==> src/hdl/lbcs_pkg.sv <==
// Package for the line block content selector: widths, character codes
// and default sizes shared by the top level, the front end and the back end.
// No dependencies.
package lbcs_pkg;

  // Default configuration of the block window and the length counter
  localparam int unsigned WINDOW_DEF      = 3;
  localparam int unsigned LENGTH_BITS_DEF = 16;

  // Fixed field widths
  localparam int unsigned CHAR_W    = 8;
  localparam int unsigned LNUM_W    = 24;
  localparam int unsigned OUT_LEN_W = 16;
  localparam int unsigned THR_W     = 18;

  // Depth of the line event queue between front and back
  localparam int unsigned EVQ_DEPTH = 4;

  // Character codes
  localparam logic [CHAR_W-1:0] CH_LF  = 8'd10;
  localparam logic [CHAR_W-1:0] CH_SP  = 8'd32;
  localparam logic [CHAR_W-1:0] CH_HT  = 8'd9;
  localparam logic [CHAR_W-1:0] CH_CR  = 8'd13;
  localparam logic [CHAR_W-1:0] CH_FF  = 8'd12;
  localparam logic [CHAR_W-1:0] CH_BEL = 8'd7;
  localparam logic [CHAR_W-1:0] CH_ESC = 8'd27;

  // True for the bytes that do not count towards a line length
  function automatic logic is_blank(input logic [CHAR_W-1:0] ch);
    return (ch == CH_SP) || (ch == CH_HT) || (ch == CH_CR) ||
           (ch == CH_FF) || (ch == CH_BEL) || (ch == CH_ESC);
  endfunction

endpackage

==> src/hdl/line_block_content_selector.sv <==
// Top level of the line block content selector: threshold register,
// front end, line event queue and back end. Uses lbcs_pkg.
//
//  channel   direction  handshake                  payload
//  input     in         in_valid_i / in_ready_o    char_code_i, end_of_text_i
//  result    out        out_valid_o / out_ready_i  line_number_o, line_length_o,
//                                                  is_content_o, final_line_o
//  config    in         surge_threshold_we_i       surge_threshold_i
//
// One byte is taken per cycle while the line event queue has room.
// A line event is taken from the queue into the window of pending lines; once
// the window is full, the oldest line is decided as a further line event is taken,
// while the output is free; at a stream end the pending lines (at most WINDOW+3) are decided in order.
// A stalled output holds the back end; the queue keeps the front running.
// Reset clears the open line, the pending window and the threshold.
module line_block_content_selector #(
  parameter int unsigned WINDOW      = lbcs_pkg::WINDOW_DEF,
  parameter int unsigned LENGTH_BITS = lbcs_pkg::LENGTH_BITS_DEF
) (
  input  logic                            clk_i,
  input  logic                            rst_ni,
  input  logic                            surge_threshold_we_i,
  input  logic [lbcs_pkg::THR_W-1:0]      surge_threshold_i,
  input  logic                            in_valid_i,
  output logic                            in_ready_o,
  input  logic [lbcs_pkg::CHAR_W-1:0]     char_code_i,
  input  logic                            end_of_text_i,
  output logic                            out_valid_o,
  input  logic                            out_ready_i,
  output logic [lbcs_pkg::LNUM_W-1:0]     line_number_o,
  output logic [lbcs_pkg::OUT_LEN_W-1:0]  line_length_o,
  output logic                            is_content_o,
  output logic                            final_line_o
);

  localparam int unsigned EV_W = LENGTH_BITS + 2;

  logic [lbcs_pkg::THR_W-1:0] thr_q;
  logic                       ev_push, ev_full, ev_pop, ev_empty;
  logic [EV_W-1:0]            ev_wdata, ev_rdata;

  // Hold the threshold register
  always_ff @(posedge clk_i or negedge rst_ni) begin
    if (!rst_ni) begin
      thr_q <= '0;
    end else if (surge_threshold_we_i) begin
      thr_q <= surge_threshold_i;
    end
  end

  lbcs_front #(
    .LENGTH_BITS (LENGTH_BITS)
  ) u_front (
    .clk_i         (clk_i),
    .rst_ni        (rst_ni),
    .in_valid_i    (in_valid_i),
    .in_ready_o    (in_ready_o),
    .char_code_i   (char_code_i),
    .end_of_text_i (end_of_text_i),
    .ev_push_o     (ev_push),
    .ev_data_o     (ev_wdata),
    .ev_full_i     (ev_full)
  );

  lbcs_fifo #(
    .WIDTH (EV_W),
    .DEPTH (lbcs_pkg::EVQ_DEPTH)
  ) u_evq (
    .clk_i   (clk_i),
    .rst_ni  (rst_ni),
    .push_i  (ev_push),
    .wdata_i (ev_wdata),
    .full_o  (ev_full),
    .pop_i   (ev_pop),
    .rdata_o (ev_rdata),
    .empty_o (ev_empty)
  );

  lbcs_back #(
    .WINDOW      (WINDOW),
    .LENGTH_BITS (LENGTH_BITS)
  ) u_back (
    .clk_i         (clk_i),
    .rst_ni        (rst_ni),
    .thr_i         (thr_q),
    .ev_empty_i    (ev_empty),
    .ev_data_i     (ev_rdata),
    .ev_pop_o      (ev_pop),
    .out_valid_o   (out_valid_o),
    .out_ready_i   (out_ready_i),
    .line_number_o (line_number_o),
    .line_length_o (line_length_o),
    .is_content_o  (is_content_o),
    .final_line_o  (final_line_o)
  );

endmodule

==> src/hdl/lbcs_fifo.sv <==
// Small first-in first-out queue of line events between front and back.
// Uses lbcs_pkg only through its parameters' callers; no submodules.
module lbcs_fifo #(
  parameter int unsigned WIDTH = 8,
  parameter int unsigned DEPTH = 4
) (
  input  logic             clk_i,
  input  logic             rst_ni,
  input  logic             push_i,
  input  logic [WIDTH-1:0] wdata_i,
  output logic             full_o,
  input  logic             pop_i,
  output logic [WIDTH-1:0] rdata_o,
  output logic             empty_o
);

  localparam int unsigned PTR_W = (DEPTH > 1) ? $clog2(DEPTH) : 1;
  localparam int unsigned CNT_W = $clog2(DEPTH + 1);

  logic [WIDTH-1:0] mem_q [DEPTH];
  logic [PTR_W-1:0] wptr_q, wptr_d, rptr_q, rptr_d;
  logic [CNT_W-1:0] cnt_q, cnt_d;
  logic             do_push, do_pop;

  assign full_o  = (cnt_q == CNT_W'(DEPTH));
  assign empty_o = (cnt_q == '0);
  assign do_push = push_i && !full_o;
  assign do_pop  = pop_i && !empty_o;
  assign rdata_o = mem_q[rptr_q];

  // Advance pointers and occupancy
  always_comb begin
    wptr_d = wptr_q;
    rptr_d = rptr_q;
    cnt_d  = cnt_q;
    if (do_push) begin
      wptr_d = (wptr_q == PTR_W'(DEPTH - 1)) ? '0 : wptr_q + 1'b1;
    end
    if (do_pop) begin
      rptr_d = (rptr_q == PTR_W'(DEPTH - 1)) ? '0 : rptr_q + 1'b1;
    end
    if (do_push && !do_pop) begin
      cnt_d = cnt_q + 1'b1;
    end else if (do_pop && !do_push) begin
      cnt_d = cnt_q - 1'b1;
    end
  end

  always_ff @(posedge clk_i or negedge rst_ni) begin
    if (!rst_ni) begin
      wptr_q <= '0;
      rptr_q <= '0;
      cnt_q  <= '0;
    end else begin
      wptr_q <= wptr_d;
      rptr_q <= rptr_d;
      cnt_q  <= cnt_d;
    end
  end

  // Store entries
  always_ff @(posedge clk_i) begin
    if (do_push) begin
      mem_q[wptr_q] <= wdata_i;
    end
  end

endmodule

==> src/hdl/lbcs_front.sv <==
// Front end: takes text bytes, counts the non-blank bytes of the open line
// and pushes one event per finished line or end of text. Uses lbcs_pkg.
module lbcs_front #(
  parameter int unsigned LENGTH_BITS = lbcs_pkg::LENGTH_BITS_DEF
) (
  input  logic                          clk_i,
  input  logic                          rst_ni,
  input  logic                          in_valid_i,
  output logic                          in_ready_o,
  input  logic [lbcs_pkg::CHAR_W-1:0]   char_code_i,
  input  logic                          end_of_text_i,
  output logic                          ev_push_o,
  output logic [LENGTH_BITS+1:0]        ev_data_o,
  input  logic                          ev_full_i
);

  typedef struct packed {
    logic                   is_line;
    logic                   eot;
    logic [LENGTH_BITS-1:0] len;
  } event_t;

  localparam logic [LENGTH_BITS-1:0] LEN_MAX = '1;

  logic [LENGTH_BITS-1:0] cur_len_q, cur_len_d;
  logic                   accept, is_lf;
  event_t                 ev;

  assign in_ready_o = !ev_full_i;
  assign accept     = in_valid_i && !ev_full_i;
  assign is_lf      = (char_code_i == lbcs_pkg::CH_LF);

  // Classify the byte and build the line event
  always_comb begin
    ev.is_line = is_lf;
    ev.eot     = end_of_text_i;
    ev.len     = cur_len_q;
    cur_len_d  = cur_len_q;
    if (accept) begin
      if (is_lf || end_of_text_i) begin
        cur_len_d = '0;
      end else if (!lbcs_pkg::is_blank(char_code_i) && cur_len_q != LEN_MAX) begin
        cur_len_d = cur_len_q + 1'b1;
      end
    end
  end

  assign ev_push_o = accept && (is_lf || end_of_text_i);
  assign ev_data_o = ev;

  always_ff @(posedge clk_i or negedge rst_ni) begin
    if (!rst_ni) begin
      cur_len_q <= '0;
    end else begin
      cur_len_q <= cur_len_d;
    end
  end

endmodule

==> src/hdl/lbcs_back.sv <==
// Back end: keeps the window of undecided lines, decides content per line
// and drives the output register. Uses lbcs_pkg; fed from lbcs_fifo.
module lbcs_back #(
  parameter int unsigned WINDOW      = lbcs_pkg::WINDOW_DEF,
  parameter int unsigned LENGTH_BITS = lbcs_pkg::LENGTH_BITS_DEF
) (
  input  logic                            clk_i,
  input  logic                            rst_ni,
  input  logic [lbcs_pkg::THR_W-1:0]      thr_i,
  input  logic                            ev_empty_i,
  input  logic [LENGTH_BITS+1:0]          ev_data_i,
  output logic                            ev_pop_o,
  output logic                            out_valid_o,
  input  logic                            out_ready_i,
  output logic [lbcs_pkg::LNUM_W-1:0]     line_number_o,
  output logic [lbcs_pkg::OUT_LEN_W-1:0]  line_length_o,
  output logic                            is_content_o,
  output logic                            final_line_o
);

  typedef struct packed {
    logic                   is_line;
    logic                   eot;
    logic [LENGTH_BITS-1:0] len;
  } event_t;

  localparam int unsigned PD    = WINDOW + 3;
  localparam int unsigned CNT_W = $clog2(PD + 1);
  localparam int unsigned SUM_W = LENGTH_BITS + $clog2(WINDOW + 1);
  localparam int unsigned CMP_W = (SUM_W > lbcs_pkg::THR_W) ? SUM_W : lbcs_pkg::THR_W;

  event_t                        ev;
  logic [LENGTH_BITS-1:0]        pend_q [PD];
  logic [LENGTH_BITS-1:0]        view   [PD];
  logic [CNT_W-1:0]              cnt_q, vcnt;
  logic                          inc_q, inc_n, flush_q;
  logic [lbcs_pkg::LNUM_W-1:0]   lnum_q;
  logic [CMP_W-1:0]              blk [4];
  logic                          content, out_free;
  logic                          do_dec, do_store, end_stream, start_flush, is_final;

  logic                          out_valid_q;
  logic [lbcs_pkg::LNUM_W-1:0]   out_lnum_q;
  logic [lbcs_pkg::OUT_LEN_W-1:0] out_len_q;
  logic                          out_cont_q, out_final_q;

  assign ev       = ev_data_i;
  assign out_free = !out_valid_q || out_ready_i;

  // Window view: the pending lines with the incoming line appended
  always_comb begin
    for (int i = 0; i < PD; i++) begin
      view[i] = pend_q[i];
    end
    vcnt = cnt_q;
    if (!flush_q && !ev_empty_i && ev.is_line) begin
      for (int i = 0; i < PD; i++) begin
        if (CNT_W'(i) == cnt_q) begin
          view[i] = ev.len;
        end
      end
      vcnt = cnt_q + 1'b1;
    end
  end

  // Block sums at the four leading positions, zero where lines are missing
  always_comb begin
    for (int j = 0; j < 4; j++) begin
      blk[j] = '0;
      if (CNT_W'(j + WINDOW) <= vcnt) begin
        for (int i = 0; i < WINDOW; i++) begin
          blk[j] = blk[j] + CMP_W'(view[j+i]);
        end
      end
    end
  end

  // Decide the oldest line
  always_comb begin
    content = 1'b0;
    inc_n   = 1'b0;
    if (!inc_q) begin
      content = (blk[0] > CMP_W'(thr_i)) && (blk[1] != '0) &&
                (blk[2] != '0) && (blk[3] != '0);
      inc_n   = content;
    end else if (CNT_W'(WINDOW) <= vcnt) begin
      content = 1'b1;
      inc_n   = !((blk[0] == '0) && (blk[1] == '0));
    end
  end

  // Sequence: append, decide, flush at end of text
  always_comb begin
    do_dec      = 1'b0;
    do_store    = 1'b0;
    end_stream  = 1'b0;
    start_flush = 1'b0;
    ev_pop_o    = 1'b0;
    is_final    = 1'b0;
    if (flush_q) begin
      do_dec   = out_free;
      is_final = (cnt_q == CNT_W'(1));
      end_stream = out_free && is_final;
    end else if (!ev_empty_i) begin
      if (ev.eot) begin
        ev_pop_o = 1'b1;
        if (vcnt == '0) begin
          end_stream = 1'b1;
        end else begin
          start_flush = 1'b1;
          do_store    = 1'b1;
        end
      end else if (vcnt == CNT_W'(PD)) begin
        do_dec   = out_free;
        ev_pop_o = out_free;
      end else begin
        ev_pop_o = 1'b1;
        do_store = 1'b1;
      end
    end
  end

  // Hold the window of pending lines
  always_ff @(posedge clk_i) begin
    if (do_dec) begin
      for (int i = 0; i < PD - 1; i++) begin
        pend_q[i] <= view[i+1];
      end
      pend_q[PD-1] <= '0;
    end else if (do_store) begin
      for (int i = 0; i < PD; i++) begin
        pend_q[i] <= view[i];
      end
    end
  end

  // Advance the line count and mode; return to reset at the end of a stream
  always_ff @(posedge clk_i or negedge rst_ni) begin
    if (!rst_ni) begin
      cnt_q   <= '0;
      inc_q   <= 1'b0;
      flush_q <= 1'b0;
      lnum_q  <= '0;
    end else if (end_stream) begin
      cnt_q   <= '0;
      inc_q   <= 1'b0;
      flush_q <= 1'b0;
      lnum_q  <= '0;
    end else begin
      if (do_dec) begin
        cnt_q  <= vcnt - 1'b1;
        inc_q  <= inc_n;
        lnum_q <= lnum_q + 1'b1;
      end else if (do_store) begin
        cnt_q <= vcnt;
      end
      if (start_flush) begin
        flush_q <= 1'b1;
      end
    end
  end

  // Output register
  always_ff @(posedge clk_i or negedge rst_ni) begin
    if (!rst_ni) begin
      out_valid_q <= 1'b0;
    end else if (do_dec) begin
      out_valid_q <= 1'b1;
    end else if (out_ready_i) begin
      out_valid_q <= 1'b0;
    end
  end

  always_ff @(posedge clk_i) begin
    if (do_dec) begin
      out_lnum_q  <= lnum_q;
      out_len_q   <= lbcs_pkg::OUT_LEN_W'(view[0]);
      out_cont_q  <= content;
      out_final_q <= is_final;
    end
  end

  assign out_valid_o   = out_valid_q;
  assign line_number_o = out_lnum_q;
  assign line_length_o = out_len_q;
  assign is_content_o  = out_cont_q;
  assign final_line_o  = out_final_q;

endmodule

==> config.mk <==
export PLATFORM = sky130hd
export DESIGN_NAME = line_block_content_selector
export DESIGN_NICKNAME = d
export VERILOG_FILES = /design/src/hdl/lbcs_pkg.sv /design/src/hdl/line_block_content_selector.sv /design/src/hdl/lbcs_fifo.sv /design/src/hdl/lbcs_front.sv /design/src/hdl/lbcs_back.sv
export SDC_FILE = /design/constraint.sdc
export NUM_CORES = 1
export LEC_CHECK = 0
export ABC_CLOCK_PERIOD_IN_PS = 18500
export BUFFER_PORTS_ARGS = -buffer_cell sky130_fd_sc_hd__buf_2
export CORE_ASPECT_RATIO = 2
export CORE_UTILIZATION = 35
export CTS_CLUSTER_DIAMETER = 200
export DETAILED_ROUTE_END_ITERATION = 7
export PLACE_DENSITY = 0.59
export SKIP_CTS_REPAIR_TIMING = 1
export SYNTH_ARGS = -nofsm -noshare
export SYNTH_HDL_FRONTEND = slang
export SYNTH_SLANG_ARGS = --single-unit
==> constraint.sdc <==
create_clock -name clk_i -period 18.5 [get_ports clk_i]
set_input_delay 0.925 -clock clk_i [delete_from_list [all_inputs] [get_ports clk_i]]
set_output_delay 0.925 -clock clk_i [all_outputs]
set_load 0.01 [all_outputs]
==> results of run 1 <==
[kinds of logic after synthesis]
| logic type | count (synthesis) |
|---|---|
| DFF | 281 |
| and+or+nand+nor | 480 |
| adders and majority gates | 171 |
| AOI/OAI and AO/OA | 436 |
| buffers and inverters | 204 |
| muxes | 175 |
| xor gates and xnor gates | 117 |
[registers in the layout, indices dropped and copies added (netlist names), 16 cells and up]
register,cells
u_back.pend_q,96
u_evq.mem_q,72
u_back.line_number_o,24
u_back.lnum_q,24
thr_q,18
u_back.line_length_o,16
u_front.cur_len_q,16
[worst max-delay path, cell delays in order (launching register included)]
cell and delay (ns):
dfrtp_1 0.32, buf_4 0.37, mux4_2 0.42, and3_1 0.54
nand3_1 0.85, mux2i_1 0.56, inv_1 0.12, ha_1 0.25
fa_1 0.42, a21oi_1 0.27, o21ai_0 0.16, a2111oi_0 0.66
o31ai_1 0.24, nor4_1 0.34, o41ai_1 0.16, xor2_1 0.16
ha_1 0.19, or4b_2 0.67, nor4_1 0.27, o311a_1 0.21
o2111ai_1 0.10, a2111o_1 0.41, nor4b_2 0.84, a211oi_1 0.22
a32o_1 0.32
[metrics by stage]
stage / setup WS (ns) / util [%] / hold slack, ns / cells / area (um2)
finish: 9.17 / 39.2 / 0.486 / 2633 / 21300
CTS: 9.10 / 39.2 / 0.498 / 2633 / 21300
floorplan: 11.20 / - / 0.446 / 1864 / 19200
global placement: 9.30 / 37.5 / 0.468 / 2583 / 20400
detailed placement: 9.16 / 37.5 / 0.476 / 2583 / 20400
global route: 8.62 / 39.2 / 0.516 / 2633 / 21300
[area by class of cell]
cell class	count	area, um2
well taps	676	846
inverters	160	606
fillers	5203	33100
multi-input cells	1379	10400
flip-flops and latches	281	8080
clock inverters	14	169
clock buffers	36	761
repair buffers	87	468
[synth_stat cells, drive strengths merged (5+ instances only)]
master	count
a211o	7
edfxtp	210
nor3	34
or2	8
or3	18
o2111ai	8
a31o	6
ha	162
a31oi	14
a211oi	16
o21a	14
buf	12
inv	159
and3	14
xnor2	74
o21bai	17
dfrtp	71
nor2	161
mux2	23
mux2i	134
o31ai	6
nor4	12
nand3	45
nand2	99
fa	9
nand2b	19
a21o	37
a2111oi	7
o211ai	7
clkbuf	32
o21ai	111
nor3b	5
and2	18
xor2	43
a21oi	141
mux4	18
nor2b	12
nand4	20
[layer usage]
layer  global-route usage, %  vias up  routed length [um]
met5                       0        -                   0
met4                    15.1        0                4640
met3                    2.29      179                1790
met2                    37.8      361               29600
met1                    19.2     7074               19600
li1                        -     6990                   -
[worst max-delay path by stage]
stage,startpoint,to
after floorplan,u_evq.rptr_q[0],u_back.is_content_o
after global placement,u_evq.rptr_q[0],u_back.is_content_o
after detailed placement,u_evq.rptr_q[0],u_back.is_content_o
after CTS,u_evq.rptr_q[0],u_back.is_content_o
after global routing,u_evq.rptr_q[0],u_back.is_content_o
final,u_evq.rptr_q[0],u_back.is_content_o
==> results.cfg, run 1 <==
[run_status]
status = finished, final reports clean

[cells_and_area]
fin_nets = 2139
final_cell_mix = edfxtp_1, ha_1, nor2_1
post_route_cells_drive_above_1_share_pct = 10.2
diodes = 0
final_common_cell = edfxtp_1
syn_to_final_growth_pct = 10.8

[timing]
timing.final.crit_share_pct = 50.4
worst_pin_slew_ns = 1.19
maxSlewViolCount = 0
rsz0062_at_grt = false
min_period_ns = 9.33
fmax_ghz = 0.107
skew_ns = 0.0329
hold_viol_final = 0
relSlewSlack_pct = 19.7
fin_tns_setup_ns = 0
setup_violations = 0

[synth]
synth.area.top_cells = edfxtp_1, ha_1, dfrtp_1, mux2i_1, a21oi_1
ys_warn_count = 0
yosys.area_share.simple_pct = 12.1
synth_top_family_by_area = compound AO/OA/AOI/OAI gates
yosys.area.top_type = edfxtp_1
synthXorXnorAreaFrac_pct = 5.34
synth_area_per_cell_um2 = 10.3
yosysSeqAreaShare_pct = 42.1
synth_top_area_share_pct = 32.8
synth.distinct_cells = 80
syn-num-nets = 2067
synthMuxAreaShare_pct = 10.5
ys_async_sr_fraction_pct = 25.3
synth_cells = 1864
syn_area_um2 = 19200
synthAdderAreaFrac_pct = 11.5
synth-compound-area-share_pct = 14.3
ys.flop_type = edfxtp_1
synth_edf_count = 210
synth_seq_cells = 281

[clock_network]
ctsRootBufferMaster = clkbuf_16
cts_made_buffers = 27
cts_htree_levels = 1
cts_sinks = 281
clk_latency_ns = 0.58
cts.reportedPaths.clkPinSlew_ns = 0.07
clock_path_buffers = 3
cts_tree = done

[global_route]
antenna_found_initial = 0
grt_pass1_vias = 15100
grt.total_usage_pct = 19.8
grt_pass1_wl_mm = 85.2
grt_max_degree = 72
grt_overflow = 0

[route]
routed_wl_mm = 55.6
dr.pass1.iters = 5
wl_per_cell_um = 21.1
drt_iter0_markers = 797
antenna_left = 0
num_vias = 14600
drc = 0
routed_via_density = 5.55

[floorplanning]
die_w_um = 168
rows = 121
io_pins = 76
die_area_um2 = 55900
start_util_pct = 35.3
die_h_um = 333
core_area_um2 = 54400

[setup_path]
r2r_cells = 24
crit_type = register to register
path_max_fanout = 25
r2r_setup_slack_ns = 9.17
worstReg2RegStart = u_evq.rptr_q[0]
worstPathRequired_ns = 18.85
startpoint_type = register
end_kind = register
rr_endpoint = u_back.is_content_o
critPathArrivalTime_ns = 9.68

[placement]
hpwl_mm = 43.3
place.gp.congestion = 0.906
port_buffers = 75

[hold_path]
hold_path_class = input pin to asynchronous set/reset pin

[job]
max-cap-violations = 0
Power of run 1 is not shown: default switching activity piles up to over one toggle a cycle in this logic, so the estimate is an artifact.
==> run 2, diff against run 1 <==
--- a/config.mk
+++ b/config.mk
@@ -5,7 +5,7 @@
 export SDC_FILE = /design/constraint.sdc
 export NUM_CORES = 1
 export LEC_CHECK = 0
-export ABC_CLOCK_PERIOD_IN_PS = 18500
+export ABC_CLOCK_PERIOD_IN_PS = 9450
 export BUFFER_PORTS_ARGS = -buffer_cell sky130_fd_sc_hd__buf_2
 export CORE_ASPECT_RATIO = 2
 export CORE_UTILIZATION = 35
==> constraint.sdc (replaced) <==
create_clock -name clk_i -period 9.45 [get_ports clk_i]
set_input_delay 0.4725 -clock clk_i [delete_from_list [all_inputs] [get_ports clk_i]]
set_output_delay 0.4725 -clock clk_i [all_outputs]
set_load 0.01 [all_outputs]
==> run 2 against run 1 <==
Maximum frequency increased by 17%. Core utilization about the same. Non-clock buffer count increased by 7. Clock skew decreased by 0.011 ns. Highest routed layer unchanged. Global-route usage increased by 0.081 points. Die area unchanged. Setup slack got worse by 7.7 ns. Critical endpoint unchanged.
==> results.cfg, run 2 (synthesized netlist as in run 1, its figures left out) <==
[run_status]
status = finished, final reports clean

[route]
antenna_left = 0
dr.pass1.iters = 4
routed_via_density = 5.54
wl_per_cell_um = 21.0
num_vias = 14600
routed_wl_mm = 55.5
drc = 0
drt_iter0_markers = 607

[global_route]
grt_pass1_vias = 15200
grt_pass1_wl_mm = 85.4
top_usage_layer = met2
use_met2_pct = 38.9
grt_max_degree = 72
antenna_found_initial = 0
grt.total_usage_pct = 19.9
grt_overflow = 0
met3_usage_pct = 1.99
use_met1_pct = 19.1

[hold_path]
hold_path_class = input pin to asynchronous set/reset pin

[clock_network]
cts_tree = done
cts_made_buffers = 27
cts_htree_levels = 1
cts_sinks = 281
cts.reportedPaths.clkPinSlew_ns = 0.07
ctsRootBufferMaster = clkbuf_16
clk_latency_ns = 0.57
clock_path_buffers = 3

[job]
max-cap-violations = 0

[timing]
min_period_ns = 7.97
relSlewSlack_pct = 21.4
maxSlewViolCount = 0
skew_ns = 0.0220
worst_pin_slew_ns = 1.18
hold_slack_ns = 0.0333
fmax_ghz = 0.125
timing.final.crit_share_pct = 84.4
hold_viol_final = 0
fin_tns_setup_ns = 0
setup_violations = 0
rsz0062_at_grt = false

[floorplanning]
rows = 121
die_h_um = 333
start_util_pct = 35.3
io_pins = 76
core_area_um2 = 54400
die_w_um = 168
die_area_um2 = 55900

[setup_path]
worstPathRequired_ns = 9.78
startpoint_type = register
path_max_fanout = 18
crit_type = register to register
critPathArrivalTime_ns = 8.30
end_kind = register

[cells_and_area]
fin_nets = 2146
regMostFlops = u_back.pend_q
post_route_cells_drive_above_1_share_pct = 10.5
final_common_cell = edfxtp_1
largest_reg_flops = 96
final_cell_mix = edfxtp_1, ha_1, nor2_1
diodes = 0
reg_top3 = u_back.pend_q (96), u_evq.mem_q (72)
syn_to_final_growth_pct = 10.8

[placement]
place.gp.congestion = 0.940
hpwl_mm = 43.2
port_buffers = 75
-- run 2: path summary, 6_finish.rpt --
path	from	end	slack (ns)	cells past startpoint
worst max-delay path	u_evq.cnt_q[0]	u_back.is_content_o	1.48	27
worst min-delay path	rst_ni	thr_q[8]	0.03	1
worst max register to register	u_evq.cnt_q[0]	u_back.is_content_o	1.48	27
worst min register to register	u_back.lnum_q[23]	u_back.line_number_o[23]	0.47	0
max in group asynchronous	rst_ni	u_front.cur_len_q[13]	8.77	1
min in group clk_i	surge_threshold_i[16]	thr_q[16]	0.11	3
-- run 2: final cells by class --
class | instances | area (um2)
inverter | 160 | 606
tap | 676 | 846
clock inverter | 15 | 143
sequential | 281 | 8080
timing repair buffer | 94 | 520
fill | 5271 | 33100
multi-input combinational | 1379 | 10400
clock buffer | 35 | 736
-- run 2: worst max-delay path, cell delays in order (launching register included) --
cell and delay (ns):
dfrtp_1 0.43, or3_1 0.55, and3_1 0.43, nand2_1 0.15
buf_4 0.30, mux2i_1 0.38, inv_1 0.24, ha_1 0.32
a21o_1 0.16, a21oi_1 0.27, o21bai_1 0.11, a21o_1 0.21
a21oi_1 0.20, o21ai_0 0.16, o41ai_1 0.64, o2111ai_1 0.21
a21oi_1 0.21, xnor2_1 0.09, ha_1 0.17, or4b_2 0.60
nor4_1 0.26, o311a_1 0.21, o2111ai_1 0.11, a2111o_1 0.43
nor4b_2 0.26, buf_4 0.22, a211oi_1 0.10, a32o_1 0.31
-- run 2: metrics by stage --
step / instance area [um2] / worst slack (ns) / cells / util (%)
after global routing: 21300 / 0.840 / 2640 / 39.2
after global placement: 20400 / 1.66 / 2590 / 37.5
after floorplan: 19200 / 2.15 / 1864 / -
final: 21300 / 1.48 / 2640 / 39.2
after detailed placement: 20400 / 1.49 / 2590 / 37.5
after CTS: 21300 / 1.48 / 2640 / 39.2
-- run 2: per-layer routing --
layer	up-vias	share of wire [%]
li1	7017	-
met1	7126	34
met2	333	55
met3	157	3.1
met4	0	7.6
met5	-	0
Power of run 2 is left out for the same reason.
==> run 3, diff against run 2 <==
--- a/config.mk
+++ b/config.mk
@@ -5,7 +5,7 @@
 export SDC_FILE = /design/constraint.sdc
 export NUM_CORES = 1
 export LEC_CHECK = 0
-export ABC_CLOCK_PERIOD_IN_PS = 9450
+export ABC_CLOCK_PERIOD_IN_PS = 7600
 export BUFFER_PORTS_ARGS = -buffer_cell sky130_fd_sc_hd__buf_2
 export CORE_ASPECT_RATIO = 2
 export CORE_UTILIZATION = 35
==> constraint.sdc (replaced) <==
create_clock -name clk_i -period 7.6 [get_ports clk_i]
set_input_delay 0.38 -clock clk_i [delete_from_list [all_inputs] [get_ports clk_i]]
set_output_delay 0.38 -clock clk_i [all_outputs]
set_load 0.01 [all_outputs]
==> run 3 against run 2 <==
The flow now finishes with violations (negative hold slack). Count of clock-buffer cells in the layout decreased by 1. Clock skew increased by 0.016 ns. Largest cell class unchanged. Final cell count increased by 1.9%. First-iteration DRC count increased by 3.5%. Register-to-register slack got worse by 1.2 ns. Critical endpoint is now u_back.inc_q. Critical path depth increased by 8. Design area increased by 2.3%. Critical path type unchanged. Setup slack got worse by 1.2 ns.
==> results.cfg, run 3 (synthesized netlist as in run 1, its figures left out) <==
[run_status]
status = finished, violations left
violations = negative hold slack

[cells_and_area]
regMostFlops = u_back.pend_q
fin_util_pct = 40.0
diodes = 0
post_route_cells_drive_above_1_share_pct = 13.0
fin_nets = 2197
reg_top3 = u_back.pend_q (96), u_evq.mem_q (72)
final_cell_mix = edfxtp_1, nor2_1, ha_1
final_common_cell = edfxtp_1
n_fill_cell = 5248
largest_reg_flops = 96
multiInputGateArea_um2 = 10400
finalInstanceArea_um2 = 21800
syn_to_final_growth_pct = 13.3
seq_area_um2 = 8080

[setup_path]
crit_type = register to register
end_kind = register
critPathTopFamily = compound AO/OA/AOI/OAI gates
cpMostUsedCell = a21oi_1
crit_slowest_cell = mux4_2
startpoint_type = register
slowest_delay_ns = 0.60
path_max_fanout = 6
cp.buffers_inverters = 3
worstPathRequired_ns = 8.07
critPathArrivalTime_ns = 7.83

[route]
routed_via_density = 5.48
routed_wl_mm = 56.0
drt_iter0_markers = 628
num_vias = 14700
antenna_left = 0
drc = 0
dr.pass1.iters = 7
wl_per_cell_um = 20.8

[timing]
fmax_ghz = 0.136
maxSlewViolCount = 0
skew_ns = 0.0382
setup_violations = 0
rsz0062_at_grt = true
setup_slack_ns = 0.240
timing.final.crit_share_pct = 96.8
relSlewSlack_pct = 33.9
fin_tns_setup_ns = 0
min_period_ns = 7.36
hold_viol_final = 3
worst_pin_slew_ns = 0.991
hold_slack_ns = -0.00984

[clock_network]
cts_tree = done
cts_made_buffers = 28
clock_path_buffers = 3
ctsRootBufferMaster = clkbuf_16
clk_latency_ns = 0.61
cts_htree_levels = 1
cts_sinks = 281
cts.reportedPaths.clkPinSlew_ns = 0.07

[placement]
hpwl_mm = 43.2
place.gp.congestion = 0.940
placed_cell_area_um2 = 20700
pre_cts_ws_ns = 0.0845
port_buffers = 75

[global_route]
grt.total_usage_pct = 20.2
grt_overflow = 0
grt_max_degree = 72
antenna_found_initial = 0
grt_pass1_vias = 15300
grt_pass1_wl_mm = 86.4

[floorplanning]
start_util_pct = 35.3
die_area_um2 = 55900
die_h_um = 333
core_area_um2 = 54400
rows = 121
io_pins = 76
die_w_um = 168

[hold_path]
hold_path_class = input pin to register

[job]
max-cap-violations = 0
[run 3: worst min-delay path, cell delays in order]
cell and delay (ns):
buf_2 0.08, nand2_1 0.05, o21ai_0 0.06
[run 3: final timing paths]
kind,from,endpoint,slack (ns),cells past startpoint
min in group asynchronous,rst_ni,thr_q[10],0.45,2
max in group asynchronous,rst_ni,u_front.cur_len_q[12],6.48,2
worst max register to register,u_evq.rptr_q[0],u_back.inc_q,0.24,35
worst min register to register,u_back.lnum_q[23],u_back.line_number_o[23],0.48,0
worst min-delay path,surge_threshold_i[7],thr_q[7],-0.01,3
worst max-delay path,u_evq.rptr_q[0],u_back.inc_q,0.24,35
[run 3: through the flow]
stage	hold slack [ns]	cells
6_report	-0.00984	2691
5_1_grt	0.00224	2691
4_1_cts	-0.0756	2676
3_5_place_dp	0.467	2625
3_3_place_gp	0.469	2625
2_1_floorplan	0.0844	1864
[run 3: final cells by class]
class	instances	area share, %
multi-input combinational	1379	47.9
clock inverter	17	0.701
inverter	160	2.78
clock buffer	34	3.32
timing repair buffer	144	4.32
sequential	281	37.1
tap	676	3.89
[run 3: per-layer routing]
layer | up-vias | track usage [%] | part of all wire [%]
li1 | 7105 | - | -
met1 | 7119 | 19.2 | 34
met2 | 357 | 39.0 | 54
met3 | 159 | 2.16 | 3.4
met4 | 0 | 15.4 | 8.4
met5 | - | 0 | 0
Power of run 3 is left out for the same reason.
